**src/rtl/spi_flash_command_sequencer_top_defines.svh**
```systemverilog
// ----------------------------------------------------------------------------
// spi flash command sequencer - assertion macros
// shared property wrappers for the sequencer checks
// ----------------------------------------------------------------------------
`ifndef SPI_FLASH_COMMAND_SEQUENCER_TOP_DEFINES_SVH
`define SPI_FLASH_COMMAND_SEQUENCER_TOP_DEFINES_SVH

// same-cycle implication, checked outside reset
`define SFCS_ASSERT_NOW(label, ante, cons) \
  label: assert property (@(posedge clk) disable iff (rst) (ante) |-> (cons)) \
    else $error("sfcs check failed");

// next-cycle implication, checked outside reset
`define SFCS_ASSERT_NEXT(label, ante, cons) \
  label: assert property (@(posedge clk) disable iff (rst) (ante) |=> (cons)) \
    else $error("sfcs check failed");

`endif

```
**src/rtl/sfcs_pkg.sv**
```systemverilog
// ----------------------------------------------------------------------------
// sfcs_pkg
// types, opcodes and frame tables for the spi flash command sequencer
// ----------------------------------------------------------------------------
package sfcs_pkg;

  typedef enum logic [1:0] {
    KIND_CMD  = 2'd0,
    KIND_RET  = 2'd1,
    KIND_DATA = 2'd2,
    KIND_NONE = 2'd3
  } kind_t;

  typedef enum logic [2:0] {
    OP_READ  = 3'd0,
    OP_PROG  = 3'd1,
    OP_SE    = 3'd2,
    OP_CE    = 3'd3,
    OP_RDID  = 3'd4,
    OP_RAW   = 3'd5
  } op_t;

  typedef enum logic [3:0] {
    PH_IDLE   = 4'd0,
    PH_READ   = 4'd1,
    PH_RDDATA = 4'd2,
    PH_ID     = 4'd3,
    PH_POLL   = 4'd4,
    PH_WRSR   = 4'd5,
    PH_WREN   = 4'd6,
    PH_PROG   = 4'd7,
    PH_PWAIT  = 4'd8,
    PH_PDATA  = 4'd9,
    PH_SE     = 4'd10,
    PH_CE     = 4'd11,
    PH_RWAIT  = 4'd12,
    PH_RAW    = 4'd13
  } phase_t;

  // flash opcodes and fixed bytes
  localparam logic [7:0] CMD_READ  = 8'h03;
  localparam logic [7:0] CMD_PROG  = 8'h02;
  localparam logic [7:0] CMD_SE    = 8'h20;
  localparam logic [7:0] CMD_CE    = 8'hC7;
  localparam logic [7:0] CMD_WREN  = 8'h06;
  localparam logic [7:0] CMD_RDSR  = 8'h05;
  localparam logic [7:0] CMD_WRSR  = 8'h01;
  localparam logic [7:0] CMD_RDID  = 8'h9F;
  localparam logic [7:0] SR_VALUE  = 8'h02;
  localparam logic [7:0] POLL_FILL = 8'hFF;

  typedef struct packed {
    phase_t      phase;
    logic [2:0]  op;
    logic [23:0] addr;
    logic [15:0] bytes;
    logic [1:0]  hidx;
    logic        poll_after;
  } st_t;

  localparam st_t ST_RESET = '{phase: PH_IDLE, op: 3'd0, addr: 24'd0, bytes: 16'd0,
                               hidx: 2'd0, poll_after: 1'b0};

  typedef struct packed {
    logic       bv;
    logic [7:0] bb;
    logic       sel;
    logic       rel;
  } bus_t;

  typedef struct packed {
    bus_t       bus;
    logic       host_valid;
    logic [7:0] host_byte;
    logic       need_data;
    logic       done_res;
  } res_t;

  function automatic logic [7:0] addr_byte(input logic [1:0] idx, input logic [23:0] addr);
    case (idx)
      2'd1:    addr_byte = addr[23:16];
      2'd2:    addr_byte = addr[15:8];
      default: addr_byte = addr[7:0];
    endcase
  endfunction

  function automatic logic [7:0] frame_byte(input phase_t ph, input logic [1:0] idx,
                                            input logic [23:0] addr);
    logic first;
    first = (idx == 2'd0);
    case (ph)
      PH_READ: frame_byte = first ? CMD_READ : addr_byte(idx, addr);
      PH_ID:   frame_byte = first ? CMD_RDID : 8'h00;
      PH_POLL: frame_byte = first ? CMD_RDSR : POLL_FILL;
      PH_WRSR: frame_byte = first ? CMD_WRSR : SR_VALUE;
      PH_WREN: frame_byte = CMD_WREN;
      PH_PROG: frame_byte = first ? CMD_PROG : addr_byte(idx, addr);
      PH_SE:   frame_byte = first ? CMD_SE : addr_byte(idx, addr);
      PH_CE:   frame_byte = CMD_CE;
      default: frame_byte = 8'h00;
    endcase
  endfunction

  function automatic logic [2:0] frame_len(input phase_t ph);
    case (ph)
      PH_WREN, PH_CE:  frame_len = 3'd1;
      PH_POLL, PH_WRSR: frame_len = 3'd2;
      default:         frame_len = 3'd4;
    endcase
  endfunction

  // header byte of a frame, with chip-select framing
  function automatic bus_t header_bus(input phase_t ph, input logic [1:0] idx,
                                      input logic [23:0] addr, input logic bytes_zero);
    logic releases;
    case (ph)
      PH_PROG: releases = 1'b0;
      PH_READ: releases = bytes_zero;
      default: releases = 1'b1;
    endcase
    header_bus.bv  = 1'b1;
    header_bus.bb  = frame_byte(ph, idx, addr);
    header_bus.sel = (idx == 2'd0);
    header_bus.rel = (({1'b0, idx} + 3'd1) == frame_len(ph)) && releases;
  endfunction

endpackage

```
**src/rtl/sfcs_core.sv**
```systemverilog
// ----------------------------------------------------------------------------
// sfcs_core
// next-state and result logic for one item of the flash command sequencer
// ----------------------------------------------------------------------------
module sfcs_core #(
  parameter int CHUNK_BYTES = 256
) (
  input  logic [1:0]             kind,
  input  logic [2:0]             op,
  input  logic [23:0]            address,
  input  logic [15:0]            length,
  input  logic [7:0]             data,
  input  sfcs_pkg::st_t          state,
  input  logic [$clog2(CHUNK_BYTES+1)-1:0] chunk,
  output sfcs_pkg::st_t          state_next,
  output logic [$clog2(CHUNK_BYTES+1)-1:0] chunk_next,
  output logic                   res_valid,
  output sfcs_pkg::res_t         res
);

  localparam int CW = $clog2(CHUNK_BYTES + 1);

  typedef enum logic [2:0] {
    ACT_NONE,
    ACT_HDR,
    ACT_FILL,
    ACT_RAWB,
    ACT_PROGB,
    ACT_NEED,
    ACT_DONE
  } act_t;

  act_t          action;
  logic          got;
  logic          host_take;
  logic [2:0]    idx_inc;
  logic [15:0]   bytes_dec;
  logic [CW-1:0] chunk_dec;
  logic [CW-1:0] chunk_first;

  assign idx_inc     = {1'b0, state.hidx} + 3'd1;
  assign bytes_dec   = (state.bytes != 16'd0) ? state.bytes - 16'd1 : state.bytes;
  assign chunk_dec   = (chunk != '0) ? chunk - CW'(1) : chunk;
  assign chunk_first = (state.bytes < 16'(CHUNK_BYTES)) ? CW'(state.bytes)
                                                        : CW'(CHUNK_BYTES);

  // next state and chosen action
  always_comb begin
    state_next = state;
    chunk_next = chunk;
    action     = ACT_NONE;
    got        = 1'b0;
    host_take  = 1'b0;
    case (kind)
      sfcs_pkg::KIND_CMD: begin
        if (state.phase == sfcs_pkg::PH_IDLE) begin
          got                   = 1'b1;
          state_next.op         = op;
          state_next.addr       = address;
          state_next.bytes      = length;
          state_next.hidx       = 2'd0;
          state_next.poll_after = 1'b0;
          chunk_next            = '0;
          case (op)
            sfcs_pkg::OP_READ: begin
              state_next.phase = sfcs_pkg::PH_READ;
              action           = ACT_HDR;
            end
            sfcs_pkg::OP_PROG: begin
              if (length == 16'd0) begin
                action = ACT_DONE;
              end else begin
                state_next.phase = sfcs_pkg::PH_POLL;
                action           = ACT_HDR;
              end
            end
            sfcs_pkg::OP_SE, sfcs_pkg::OP_CE: begin
              state_next.phase = sfcs_pkg::PH_WREN;
              action           = ACT_HDR;
            end
            sfcs_pkg::OP_RDID: begin
              state_next.phase = sfcs_pkg::PH_ID;
              action           = ACT_HDR;
            end
            sfcs_pkg::OP_RAW: begin
              if (length == 16'd0) begin
                action = ACT_DONE;
              end else begin
                state_next.phase = sfcs_pkg::PH_RWAIT;
                action           = ACT_NEED;
              end
            end
            default: action = ACT_DONE;
          endcase
        end
      end
      sfcs_pkg::KIND_RET: begin
        case (state.phase)
          sfcs_pkg::PH_READ, sfcs_pkg::PH_ID, sfcs_pkg::PH_POLL, sfcs_pkg::PH_WRSR,
          sfcs_pkg::PH_WREN, sfcs_pkg::PH_PROG, sfcs_pkg::PH_SE, sfcs_pkg::PH_CE: begin
            got       = 1'b1;
            host_take = (state.phase == sfcs_pkg::PH_ID) && (state.hidx != 2'd0);
            if (idx_inc < sfcs_pkg::frame_len(state.phase)) begin
              state_next.hidx = idx_inc[1:0];
              action          = ACT_HDR;
            end else begin
              // frame complete
              state_next.hidx = 2'd0;
              case (state.phase)
                sfcs_pkg::PH_READ: begin
                  if (state.bytes != 16'd0) begin
                    state_next.phase = sfcs_pkg::PH_RDDATA;
                    action           = ACT_FILL;
                  end else begin
                    state_next.phase = sfcs_pkg::PH_IDLE;
                    action           = ACT_DONE;
                  end
                end
                sfcs_pkg::PH_POLL: begin
                  if (data[0]) begin
                    action = ACT_HDR;
                  end else if (state.op == sfcs_pkg::OP_PROG) begin
                    if (!state.poll_after) begin
                      state_next.phase = sfcs_pkg::PH_WRSR;
                      action           = ACT_HDR;
                    end else begin
                      state_next.poll_after = 1'b0;
                      if (state.bytes != 16'd0) begin
                        action = ACT_HDR;
                      end else begin
                        state_next.phase = sfcs_pkg::PH_IDLE;
                        action           = ACT_DONE;
                      end
                    end
                  end else begin
                    state_next.phase = sfcs_pkg::PH_IDLE;
                    action           = ACT_DONE;
                  end
                end
                sfcs_pkg::PH_WRSR: begin
                  state_next.phase = sfcs_pkg::PH_WREN;
                  action           = ACT_HDR;
                end
                sfcs_pkg::PH_WREN: begin
                  action = ACT_HDR;
                  if (state.op == sfcs_pkg::OP_PROG) begin
                    chunk_next       = chunk_first;
                    state_next.phase = sfcs_pkg::PH_PROG;
                  end else if (state.op == sfcs_pkg::OP_SE) begin
                    state_next.phase = sfcs_pkg::PH_SE;
                  end else begin
                    state_next.phase = sfcs_pkg::PH_CE;
                  end
                end
                sfcs_pkg::PH_PROG: begin
                  state_next.phase = sfcs_pkg::PH_PWAIT;
                  action           = ACT_NEED;
                end
                sfcs_pkg::PH_SE, sfcs_pkg::PH_CE: begin
                  state_next.poll_after = 1'b1;
                  state_next.phase      = sfcs_pkg::PH_POLL;
                  action                = ACT_HDR;
                end
                default: begin
                  state_next.phase = sfcs_pkg::PH_IDLE;
                  action           = ACT_DONE;
                end
              endcase
            end
          end
          sfcs_pkg::PH_RDDATA: begin
            got              = 1'b1;
            host_take        = 1'b1;
            state_next.bytes = bytes_dec;
            if (bytes_dec != 16'd0) begin
              action = ACT_FILL;
            end else begin
              state_next.phase = sfcs_pkg::PH_IDLE;
              action           = ACT_DONE;
            end
          end
          sfcs_pkg::PH_RAW: begin
            got              = 1'b1;
            host_take        = 1'b1;
            state_next.bytes = bytes_dec;
            if (bytes_dec != 16'd0) begin
              state_next.phase = sfcs_pkg::PH_RWAIT;
              action           = ACT_NEED;
            end else begin
              state_next.phase = sfcs_pkg::PH_IDLE;
              action           = ACT_DONE;
            end
          end
          sfcs_pkg::PH_PDATA: begin
            got              = 1'b1;
            state_next.bytes = bytes_dec;
            chunk_next       = chunk_dec;
            if (chunk_dec != '0) begin
              state_next.phase = sfcs_pkg::PH_PWAIT;
              action           = ACT_NEED;
            end else begin
              state_next.poll_after = 1'b1;
              state_next.phase      = sfcs_pkg::PH_POLL;
              state_next.hidx       = 2'd0;
              action                = ACT_HDR;
            end
          end
          default: got = 1'b0;
        endcase
      end
      sfcs_pkg::KIND_DATA: begin
        if (state.phase == sfcs_pkg::PH_RWAIT) begin
          got              = 1'b1;
          action           = ACT_RAWB;
          state_next.hidx  = 2'd1;
          state_next.phase = sfcs_pkg::PH_RAW;
        end else if (state.phase == sfcs_pkg::PH_PWAIT) begin
          got              = 1'b1;
          action           = ACT_PROGB;
          state_next.addr  = state.addr + 24'd1;
          state_next.phase = sfcs_pkg::PH_PDATA;
        end
      end
      default: got = 1'b0;
    endcase
  end

  // result fields from the chosen action
  always_comb begin
    res            = '0;
    res_valid      = got;
    res.host_valid = host_take;
    res.host_byte  = host_take ? data : 8'h00;
    case (action)
      ACT_HDR: begin
        res.bus = sfcs_pkg::header_bus(state_next.phase, state_next.hidx, state_next.addr,
                                       state_next.bytes == 16'd0);
      end
      ACT_FILL: begin
        res.bus = '{bv: 1'b1, bb: 8'h00, sel: 1'b0, rel: state_next.bytes == 16'd1};
      end
      ACT_RAWB: begin
        res.bus = '{bv: 1'b1, bb: data, sel: state.hidx == 2'd0,
                    rel: state.bytes == 16'd1};
      end
      ACT_PROGB: begin
        res.bus = '{bv: 1'b1, bb: data, sel: 1'b0, rel: chunk == CW'(1)};
      end
      ACT_NEED: res.need_data = 1'b1;
      ACT_DONE: res.done_res  = 1'b1;
      default:  res.bus       = '0;
    endcase
  end

endmodule

```
**src/rtl/spi_flash_command_sequencer_top.sv**
```systemverilog
// ----------------------------------------------------------------------------
// spi_flash_command_sequencer_top
// byte-level spi nor flash command sequencer with registered in/out stages
// ----------------------------------------------------------------------------
//
//  channel | handshake           | payload
//  --------+---------------------+-------------------------------------------
//  in      | in_valid / in_stall | kind, op, address, length, data
//  out     | out_valid/out_stall | bus_valid, bus_byte, select_before,
//          |                     | release_after, host_valid, host_byte,
//          |                     | need_data, done_res
//
//  one item per cycle sustained while out_stall is low; a result passes the input
//  register, then the result register, in a single sequencer pass
//  rst is synchronous and clears both stage valids and the sequencer state
//  out_stall on a full result register holds the input register, which then
//  raises in_stall; at most two items are held inside, one in each register
//  items that cause no result (ignored commands, bytes or kinds) pass through
//  without changing the state or the result register
//
module spi_flash_command_sequencer_top #(
  parameter int CHUNK_BYTES = 256
) (
  input  logic        clk,
  input  logic        rst,
  input  logic        in_valid,
  output logic        in_stall,
  input  logic [1:0]  kind,
  input  logic [2:0]  op,
  input  logic [23:0] address,
  input  logic [15:0] length,
  input  logic [7:0]  data,
  output logic        out_valid,
  input  logic        out_stall,
  output logic        bus_valid,
  output logic [7:0]  bus_byte,
  output logic        select_before,
  output logic        release_after,
  output logic        host_valid,
  output logic [7:0]  host_byte,
  output logic        need_data,
  output logic        done_res
);

  localparam int CW = $clog2(CHUNK_BYTES + 1);

  // input register
  logic        item_valid;
  logic [1:0]  item_kind;
  logic [2:0]  item_op;
  logic [23:0] item_address;
  logic [15:0] item_length;
  logic [7:0]  item_data;

  // sequencer state
  sfcs_pkg::st_t state;
  sfcs_pkg::st_t state_next;
  logic [CW-1:0] chunk;
  logic [CW-1:0] chunk_next;

  // result register
  sfcs_pkg::res_t res;
  sfcs_pkg::res_t res_next;
  logic           res_got;

  logic advance;

  // the held item moves on when the result register is free or draining
  assign advance  = !out_valid || !out_stall;
  assign in_stall = item_valid && !advance;

  always_ff @(posedge clk) begin
    if (rst) begin
      item_valid <= 1'b0;
    end else if (!in_stall) begin
      item_valid <= in_valid;
    end
  end

  // payload needs no reset
  always_ff @(posedge clk) begin
    if (in_valid && !in_stall) begin
      item_kind    <= kind;
      item_op      <= op;
      item_address <= address;
      item_length  <= length;
      item_data    <= data;
    end
  end

  sfcs_core #(
    .CHUNK_BYTES(CHUNK_BYTES)
  ) u_core (
    .kind       (item_kind),
    .op         (item_op),
    .address    (item_address),
    .length     (item_length),
    .data       (item_data),
    .state      (state),
    .chunk      (chunk),
    .state_next (state_next),
    .chunk_next (chunk_next),
    .res_valid  (res_got),
    .res        (res_next)
  );

  // state commits as the item leaves the input register
  always_ff @(posedge clk) begin
    if (rst) begin
      state <= sfcs_pkg::ST_RESET;
      chunk <= '0;
    end else if (item_valid && advance) begin
      state <= state_next;
      chunk <= chunk_next;
    end
  end

  always_ff @(posedge clk) begin
    if (rst) begin
      out_valid <= 1'b0;
    end else if (advance) begin
      out_valid <= item_valid && res_got;
    end
  end

  always_ff @(posedge clk) begin
    if (advance && item_valid && res_got) begin
      res <= res_next;
    end
  end

  assign bus_valid     = res.bus.bv;
  assign bus_byte      = res.bus.bb;
  assign select_before = res.bus.sel;
  assign release_after = res.bus.rel;
  assign host_valid    = res.host_valid;
  assign host_byte     = res.host_byte;
  assign need_data     = res.need_data;
  assign done_res      = res.done_res;

  `include "spi_flash_command_sequencer_top_defines.svh"

  // every transfer out carries some action
  `SFCS_ASSERT_NOW(a_res_nonempty, out_valid, bus_valid || host_valid || need_data || done_res)
  // a finished operation never shifts out or asks for data in the same transfer
  `SFCS_ASSERT_NOW(a_done_alone, out_valid && done_res, !bus_valid && !need_data)
  // framing marks only ride on a bus byte
  `SFCS_ASSERT_NOW(a_frame_marks, out_valid && (select_before || release_after), bus_valid)
  // a held item stays held while the result register is blocked
  `SFCS_ASSERT_NEXT(a_item_held, item_valid && out_valid && out_stall, item_valid)

endmodule

```
**config.mk**
```make
export PLATFORM = sky130hd
export DESIGN_NAME = spi_flash_command_sequencer_top
export DESIGN_NICKNAME = d
export VERILOG_FILES = /design/src/rtl/sfcs_pkg.sv /design/src/rtl/sfcs_core.sv /design/src/rtl/spi_flash_command_sequencer_top.sv
export VERILOG_INCLUDE_DIRS = /design/src /design/src/rtl
export SDC_FILE = /design/constraint.sdc
export NUM_CORES = 1
export LEC_CHECK = 0
export BUFFER_PORTS_ARGS = -buffer_cell sky130_fd_sc_hd__buf_2
export CAP_MARGIN = 5
export CORE_MARGIN = 4
export CORE_UTILIZATION = 39
export CTS_CLUSTER_DIAMETER = 200
export CTS_CLUSTER_SIZE = 8
export DETAILED_ROUTE_END_ITERATION = 10
export HOLD_SLACK_MARGIN = 0.05
export PLACE_DENSITY = 0.67
export REMOVE_ABC_BUFFERS = 1
export SLEW_MARGIN = 15
export SYNTH_ARGS = -nofsm -noshare
export SYNTH_HDL_FRONTEND = slang
export SYNTH_HIERARCHICAL = 1
export SYNTH_SLANG_ARGS = --single-unit
```
**constraint.sdc**
```tcl
create_clock -name clk -period 5.6 [get_ports clk]
set_input_delay 0.28 -clock clk [delete_from_list [all_inputs] [get_ports clk]]
set_output_delay 0.28 -clock clk [all_outputs]
set_load 0.01 [all_outputs]
```
# Word level (Yosys, flattened, before mapping)
# Index checks and enable logic that the tools add are counted.
# totals
ff_bits,136
input_bits,57
out_inout_bits,24
word_cells,207
# op_classes
reduce_logical,40
magnitude_cmp,2
add_sub_neg,5
mux,87
eq_ne,51
# ops
operator,count
$pmux W8 S8,1
$mux W9,6
$mux W4,13
$mux W50,1
$mux W24,2
$mux W3,16
$pmux W24 S2,1
$pmux W11 S4,1
$mux W8,5
$pmux W9 S2,2
$eq A16 B1 Y1 const B,2
$eq A4 B3 Y1 const B,8
$eq A4 B4 Y1 const B,8
$logic_not A16 Y1,2
$mux W16,2
$pmux W16 S2,1
$reduce_bool A16 Y1,2
$add A24 B1 Y24 const B,1
$pmux W3 S4,2
$pmux W4 S6,1
$pmux W4 S5,1
$pmux W3 S2,3
$pmux W3 S3,2
$reduce_bool A9 Y1,2
other kinds (42),100

# Depth between registers and ports, before layout
# Gate-level depths: netlist of run 1.
# logic_depth
word_depth,16
mapped_depth,21
mapped_depth_nobuf,18

# By module
# The synthesis of run 1 kept the hierarchy.
# by_module_without_submodules
module,n_inst,cells_per_inst,seq_area_each_um2,area_per_inst_um2
spi_flash_command_sequencer_top,1,343,3473.3,4969.8
sfcs_core,1,757,0.0,4584.4

# Worst setup path after synthesis of run 1
# Ideal clock, no wire load.
# synth_timing
kind,flip-flop to flip-flop
from,"register, netlist name state[47]"
to,"register res (netlist bit bus_byte[5]), data pin"
stages_incl_launch_ff,20
n_path_buf,3
setup_slack_ns,1.155
synth_period_minus_slack_ns,4.445
t_required_ns,5.343
setup_time_ns,0.257
arrival_ns,4.188
path_cell_list,dfxtp_1 clkbuf_1 clkbuf_1 nand2_1 nand2_1 o21ai_0 ha_1 and4bb_2 a21boi_0 a211oi_1 a21oi_1 o21ai_0 a31oi_1 inv_1 ha_1 clkbuf_1 o32ai_1 a2111oi_0 or3_1 a32o_1
# synth_lines
element,line_no,text
to (signal assigned),spi_flash_command_sequencer_top.sv:128,res <= res_next;
to (decl),spi_flash_command_sequencer_top.sv:62,sfcs_pkg::res_t res;

==> results.toml, run 1 <==
[layout]
fin_area_sq_mm = 0.0113
synthToLayoutAreaGrowth_pct = 18.6
drive_gt1_share_pct = 14.5
layout.nets = 1273
antennaDiodeCount = 0
filler_cell_count = 2314

[synth]
synth-seq-area-share_pct = 36.4
ys_seq_elements = 136
synthArstFlopShare_pct = 0
synth_top_area_share_pct = 23.6
syn_avg_cell_area_sq_um = 8.69
syn-instance-count = 1100
synth-edff-count = 75
synthesis.area_sq_mm = 0.00955
synth.yosys.warnings = 6
synth_top_area_cell = "edfxtp_1"
synth_common_cells = "128 x nand2b_1, 79 x nor2_1, 77 x nand2_1, 75 x edfxtp_1, 63 x mux2i_1"
synthTopCellsByArea = "edfxtp_1 24%, dfxtp_1 13%, nand2b_1 8.4%"
yosysMostFrequentCell = "nand2b_1"
yosysUniqueCellTypes = 91
synth_flop_cell = "edfxtp_1"

[timing]
finalCritPeriodShare_pct = 88.8
finClkSkew_ps = 8.93
min_period_ps = 4970
rsz0062_at_grt = "no"
hold_viol_final = 0
tightest_slew_ps = 1120
clock.fmax_mhz = 201
slew_headroom_pct = 25.5
setup_viol = 0
tns_ps = 0
drv_slew = 0

[status]
outcome = "complete, no violations"

[placed_design]
dpl-instance-area_sq_mm = 0.0102
gp_congestion = 0.980
io_buffers = 80
hpwl_um = 20200

[critical_path]
endpoint_kind = "flip-flop"
crit_required_ps = 5790
worstSetupPathType = "flip-flop to flip-flop"
cp-start-kind = "flip-flop"
critical_path.cell_chain = "nor2b_1 > nand2b_1 > ha_1 > and4bb_2 > a21boi_0 > buf_4 > a211oi_1 > a21oi_1 > o21ai_0 > a31oi_1 > inv_1 > ha_1 > inv_1 > a211o_1 > o32ai_1 > a2111oi_0 > or3_1 > a32o_1"
critical-path-slowest-cell = "dfxtp_1"
critPathTopFamily = "compound AO/OA/AOI/OAI gates"
max_stage_delay_ps = 500
cp_max_fo = 12
crit_buf_inv = 3
worstPathArrival_ps = 5160

[die]
die_h_um = 165
rows = 57
die_w_um = 165
core-area_sq_mm = 0.0242
initial_utilization_pct = 39.5
die_area_sq_mm = 0.0271
io_pins = 81

[drt]
viasPerCell = 6.00
drt_iter0_drc = 1210
drc = 0
detail-route-antenna-nets = 0
drt_pass1_iterations = 6
vias = 9232
wire_per_inst_um = 19.3
wl_um = 29700

[power_and_ir_drop]
power.density_mw_per_mm2 = 251
pwr-share-clk_pct = 40.8
sw_frac_of_total_pct = 30.5
p_sw_mw = 0.867
power_frac_seq_pct = 40.0
leakagePower_nw = 4.11
combPwrFrac_pct = 19.3
vdd_drop_max_mv = 0.187
intPower_mw = 1.98

[clock_network]
postCtsSetupRepairBufs = 0
cts_tree = "yes"
clock_latency_ps = 430
cts_sinks = 136
numCtsBuffers = 17
clk_root_buffer_cell = "clkbuf_16"
clockBufferDepth = 2
cts_max_level = 4
clk_pin_slew_ps = 70

[grt]
grt_overflow = 0
grt_max_degree = 121
met1_usage_pct = 30.8
globalRoute.busiestLayer = "met2"
antenna_found_initial = 0
use_met2_pct = 32.1
first_global_vias = 8437
grt_pass1_wl_um = 46200
grt_usage_pct = 21.4
met3_usage_pct = 3.77

[min_path]
holdCritPathClass = "primary input to flip-flop"

[job]
drv_cap = 0
## routing by layer
metal	share of wire, %	vias to the layer above
met5	0	-
met4	3.1	0
met3	8.1	76
met2	44	473
met1	45	4381
li1	-	4302
## logic make-up (layout without fill, tap and decap cells)
group,count (synthesis),in the layout,share of synthesized area (%)
buffers and inverters,104,218,4.85
AOI/OAI and AO/OA,286,286,20.8
DFF,136,136,36.4
muxes,64,64,6.72
xor gates and xnor gates,11,11,1.01
adders and majority gates,15,15,1.96
and+or+nand+nor,484,484,28.4
## per-stage QoR
step | total power [mW] | instances | hold slack [ps] | setup WS [ps] | utilization [%]
6_report | 2.85 | 1538 | 148 | 627 | 46.9
5_1_grt | 2.96 | 1538 | 176 | 186 | 46.9
4_1_cts | 2.85 | 1538 | 145 | 668 | 46.9
3_5_place_dp | 1.66 | 1453 | 458 | 715 | 42.2
3_3_place_gp | 1.66 | 1453 | 456 | 922 | 42.2
2_1_floorplan | 1.48 | 1025 | 349 | 969 | -
## sequential cells by signal, indices dropped and copies added, names as in the netlist
name	count
item_valid	1
item_op	3
select_before	1
out_valid	1
host_valid	1
item_kind	2
item_data	8
item_length	16
release_after	1
bus_valid	1
chunk	9
host_byte	8
done_res	1
need_data	1
state	50
item_address	24
bus_byte	8
## final timing paths
| kind | from | endpoint | slack [ps] | cells past startpoint |
|---|---|---|---|---|
| worst max-delay path | state[48] | bus_byte[5] | 630 | 18 |
| worst max register to register | state[48] | bus_byte[5] | 630 | 18 |
| worst min-delay path | in_valid | item_valid | 150 | 3 |
| worst min register to register | state[33] | state[33] | 500 | 2 |
## power groups by stage
stage,clock network (mW),registers (mW),logic (mW)
3_3_place_gp,0,1.16,0.500
4_1_cts,1.18,1.14,0.532
3_5_place_dp,0,1.16,0.501
6_report,1.16,1.14,0.549
2_1_floorplan,0,1.15,0.330
5_1_grt,1.22,1.14,0.593
## repair_timing
action | in CTS | in global routing
hold endpoints to repair | 53 | 0
hold buffers | 53 | 0
gates resized for setup | 0 | 0
setup endpoints to repair | 0 | 0
## cell type report
cell class	instances	area (sq um)	share of cell area [%]
clock inverter	14	166	1.47
inverter	29	109	0.961
multi-input combinational	860	5640	49.7
clock buffer	18	429	3.79
tap	324	405	3.58
timing repair buffer	157	1110	9.81
sequential	136	3470	30.7
## worst register-to-register path, cell delays in order (launching register included)
cell and delay, ps:
dfxtp_1 500, nor2b_1 390, nand2b_1 130, ha_1 210, and4bb_2 350, a21boi_0 190, buf_4 150, a211oi_1 60
a21oi_1 150, o21ai_0 90, a31oi_1 410, inv_1 130, ha_1 500, inv_1 190, a211o_1 260, o32ai_1 200
a2111oi_0 160, or3_1 420, a32o_1 260
## cells in the final DEF (no fill, tap or decap), types with 24 or more instances in the layout
cell type      instances
nor2_1                78
buf_4                 24
nor3_1                30
nand2b_1             128
nand3_1               32
inv_1                 27
buf_2                 80
o21ai_0               58
mux2i_1               63
edfxtp_1              75
dlygate4sd3_1         53
a21oi_1               60
nand2_1               77
dfxtp_1               61
(Power assumes the default switching activity.)
==> run 2, diff against run 1 <==
--- a/config.mk
+++ b/config.mk
@@ -6,15 +6,16 @@
 export SDC_FILE = /design/constraint.sdc
 export NUM_CORES = 1
 export LEC_CHECK = 0
+export ABC_AREA = 1
 export BUFFER_PORTS_ARGS = -buffer_cell sky130_fd_sc_hd__buf_2
 export CAP_MARGIN = 5
 export CORE_MARGIN = 4
-export CORE_UTILIZATION = 39
+export CORE_UTILIZATION = 60
 export CTS_CLUSTER_DIAMETER = 200
 export CTS_CLUSTER_SIZE = 8
 export DETAILED_ROUTE_END_ITERATION = 10
 export HOLD_SLACK_MARGIN = 0.05
-export PLACE_DENSITY = 0.67
+export PLACE_DENSITY = 0.91
 export REMOVE_ABC_BUFFERS = 1
 export SLEW_MARGIN = 15
 export SYNTH_ARGS = -nofsm -noshare
==> results.toml, run 2 <==
[clock_network]
cts-resized-gates = 0
clk_root_buffer_cell = "clkbuf_16"
clk_pin_slew_ps = 60
cts_max_level = 4
cts_hold_buf = 54
clockBufferDepth = 2
cts_tree = "yes"
numCtsBuffers = 17
postCtsSetupRepairBufs = 0
clock_latency_ps = 430
cts_sinks = 136

[synth]
synthesis.area_sq_mm = 0.0100
syn_avg_cell_area_sq_um = 6.75
ys_seq_elements = 136
synthArstFlopShare_pct = 0
yosysMostFrequentCell = "nand2_1"
syn-instance-count = 1488
synth_top_area_cell = "edfxtp_1"
synth.yosys.warnings = 6
yosysUniqueCellTypes = 49
synth_common_cells = "362 x nand2_1, 189 x nor2_1, 184 x inv_1, 144 x nand3_1, 101 x a21oi_1"
synth_flop_cell = "edfxtp_1"
synthTopCellsByArea = "edfxtp_1 22%, nand2_1 14%, dfxtp_1 12%"
synth-seq-area-share_pct = 34.6
synth-edff-count = 75
synth_top_area_share_pct = 22.4

[grt]
first_global_vias = 9373
grt_usage_pct = 31.5
grt_pass1_wl_um = 47200
grt_overflow = 0
grt_max_degree = 85
antenna_found_initial = 0

[die]
initial_utilization_pct = 60.8
die_area_sq_mm = 0.0189
die_h_um = 137
core-area_sq_mm = 0.0165
die_w_um = 137
io_pins = 81
rows = 47

[power_and_ir_drop]
combPwrFrac_pct = 25.3
power_frac_seq_pct = 37.4
vdd_drop_max_mv = 0.219
power_mw = 3.16
p_sw_mw = 1.06
pwr-share-clk_pct = 37.3
sw_frac_of_total_pct = 33.5
intPower_mw = 2.10
leakagePower_nw = 5.08
power.density_mw_per_mm2 = 274

[timing]
drv_slew = 0
min_period_ps = 4450
clock.fmax_mhz = 225
tightest_slew_ps = 1210
tns_ps = 0
hold_viol_final = 0
slew_headroom_pct = 19.6
rsz0062_at_grt = "no"
finClkSkew_ps = 11.1
finalCritPeriodShare_pct = 79.4
setup_viol = 0

[layout]
reg.largest.list = "state (50), item_address (24), item_length (16)"
drive_gt1_share_pct = 12.6
layout.nets = 1657
largest_register_ffs = 50
regMostFlops = "state"
layout_common_cells = "361 x nand2_1, 189 x nor2_1, 183 x inv_1"
synthToLayoutAreaGrowth_pct = 14.7
final_common_cell = "nand2_1"
antennaDiodeCount = 0
fin_cells = 1818
filler_cell_count = 1373

[critical_path]
cp-start-kind = "flip-flop"
worstPathArrival_ps = 4640
crit_top_cell = "nand2_1"
critical-path-slowest-cell = "dfxtp_1"
worstSetupPathType = "flip-flop to flip-flop"
max_stage_delay_ps = 510
endpoint_kind = "flip-flop"
cp_max_fo = 11
crit_required_ps = 5790

[drt]
drc = 0
detail-route-antenna-nets = 0
vias = 10586
drt_pass1_iterations = 8
wl_um = 29200
drt_iter0_drc = 1523
viasPerCell = 5.82
wire_per_inst_um = 16.1

[min_path]
holdCritPathClass = "primary input to flip-flop"

[placed_design]
io_buffers = 80
gp_congestion = 0.988
hpwl_um = 19300
dp_cells = 1732

[status]
outcome = "complete, no violations"

[job]
drv_cap = 0
-- run 2: cell type report --
class / instances / area (sq um) / share of cell area (%)
Timing Repair Buffer: 139 / 978 / 8.49
Multi-Input combinational cell: 1082 / 5390 / 46.8
Clock buffer: 19 / 443 / 3.84
Inverter: 209 / 791 / 6.86
Clock inverter: 13 / 165 / 1.43
Sequential cell: 136 / 3480 / 30.2
Tap cell: 220 / 275 / 2.39
-- run 2: per-layer routing --
layer  track usage [%]  routed length (um)
met5                 0                   0
met4              9.92                 579
met3              6.17                3040
met2              49.1               13300
met1              44.1               12300
-- run 2: final timing paths --
path / from / endpoint / slack, ps / cells after the start
min: in_valid / item_valid / 100 / 3
min reg2reg: state[43] / state[43] / 500 / 2
max reg2reg: state[48] / bus_byte[1] / 1150 / 25
max: state[48] / bus_byte[1] / 1150 / 25
-- run 2: power by group through the flow --
stage | Sequential (mW) | Clock [mW] | Combinational (mW)
6_report | 1.18 | 1.18 | 0.800
5_1_grt | 1.19 | 1.24 | 0.887
4_1_cts | 1.18 | 1.19 | 0.775
3_5_place_dp | 1.20 | 0 | 0.739
3_3_place_gp | 1.20 | 0 | 0.728
2_1_floorplan | 1.19 | 0 | 0.558
-- run 2: worst max-delay path: cells and delay by family, from the launching register on --
kind	cells	cell delay, ps
AND/OR/NAND/NOR	11	1060
flip-flops	1	510
buffers and inverters	5	580
AO/OA/AOI/OAI	7	1270
adder cells (fa/ha/maj)	2	760
-- run 2: through the flow --
stage | cell area, sq um | hold WS, ps | worst slack [ps] | utilization [%]
2_1_floorplan | 9640 | 349 | 1610 | -
3_5_place_dp | 10400 | 458 | 1230 | 62.8
6_report | 11500 | 96.3 | 1150 | 69.7
4_1_cts | 11500 | 83.0 | 1210 | 69.7
3_3_place_gp | 10400 | 456 | 1290 | 62.8
5_1_grt | 11500 | 94.9 | 645 | 69.7
-- run 2: cells by family after synthesis --
kind of cell | share of synthesized area [%]
DFF | 34.6
AOI/OAI and AO/OA | 16.2
adders and majority gates | 1.87
xor gates and xnor gates | 1.05
buffers and inverters | 11.9
and+or+nand+nor | 34.4
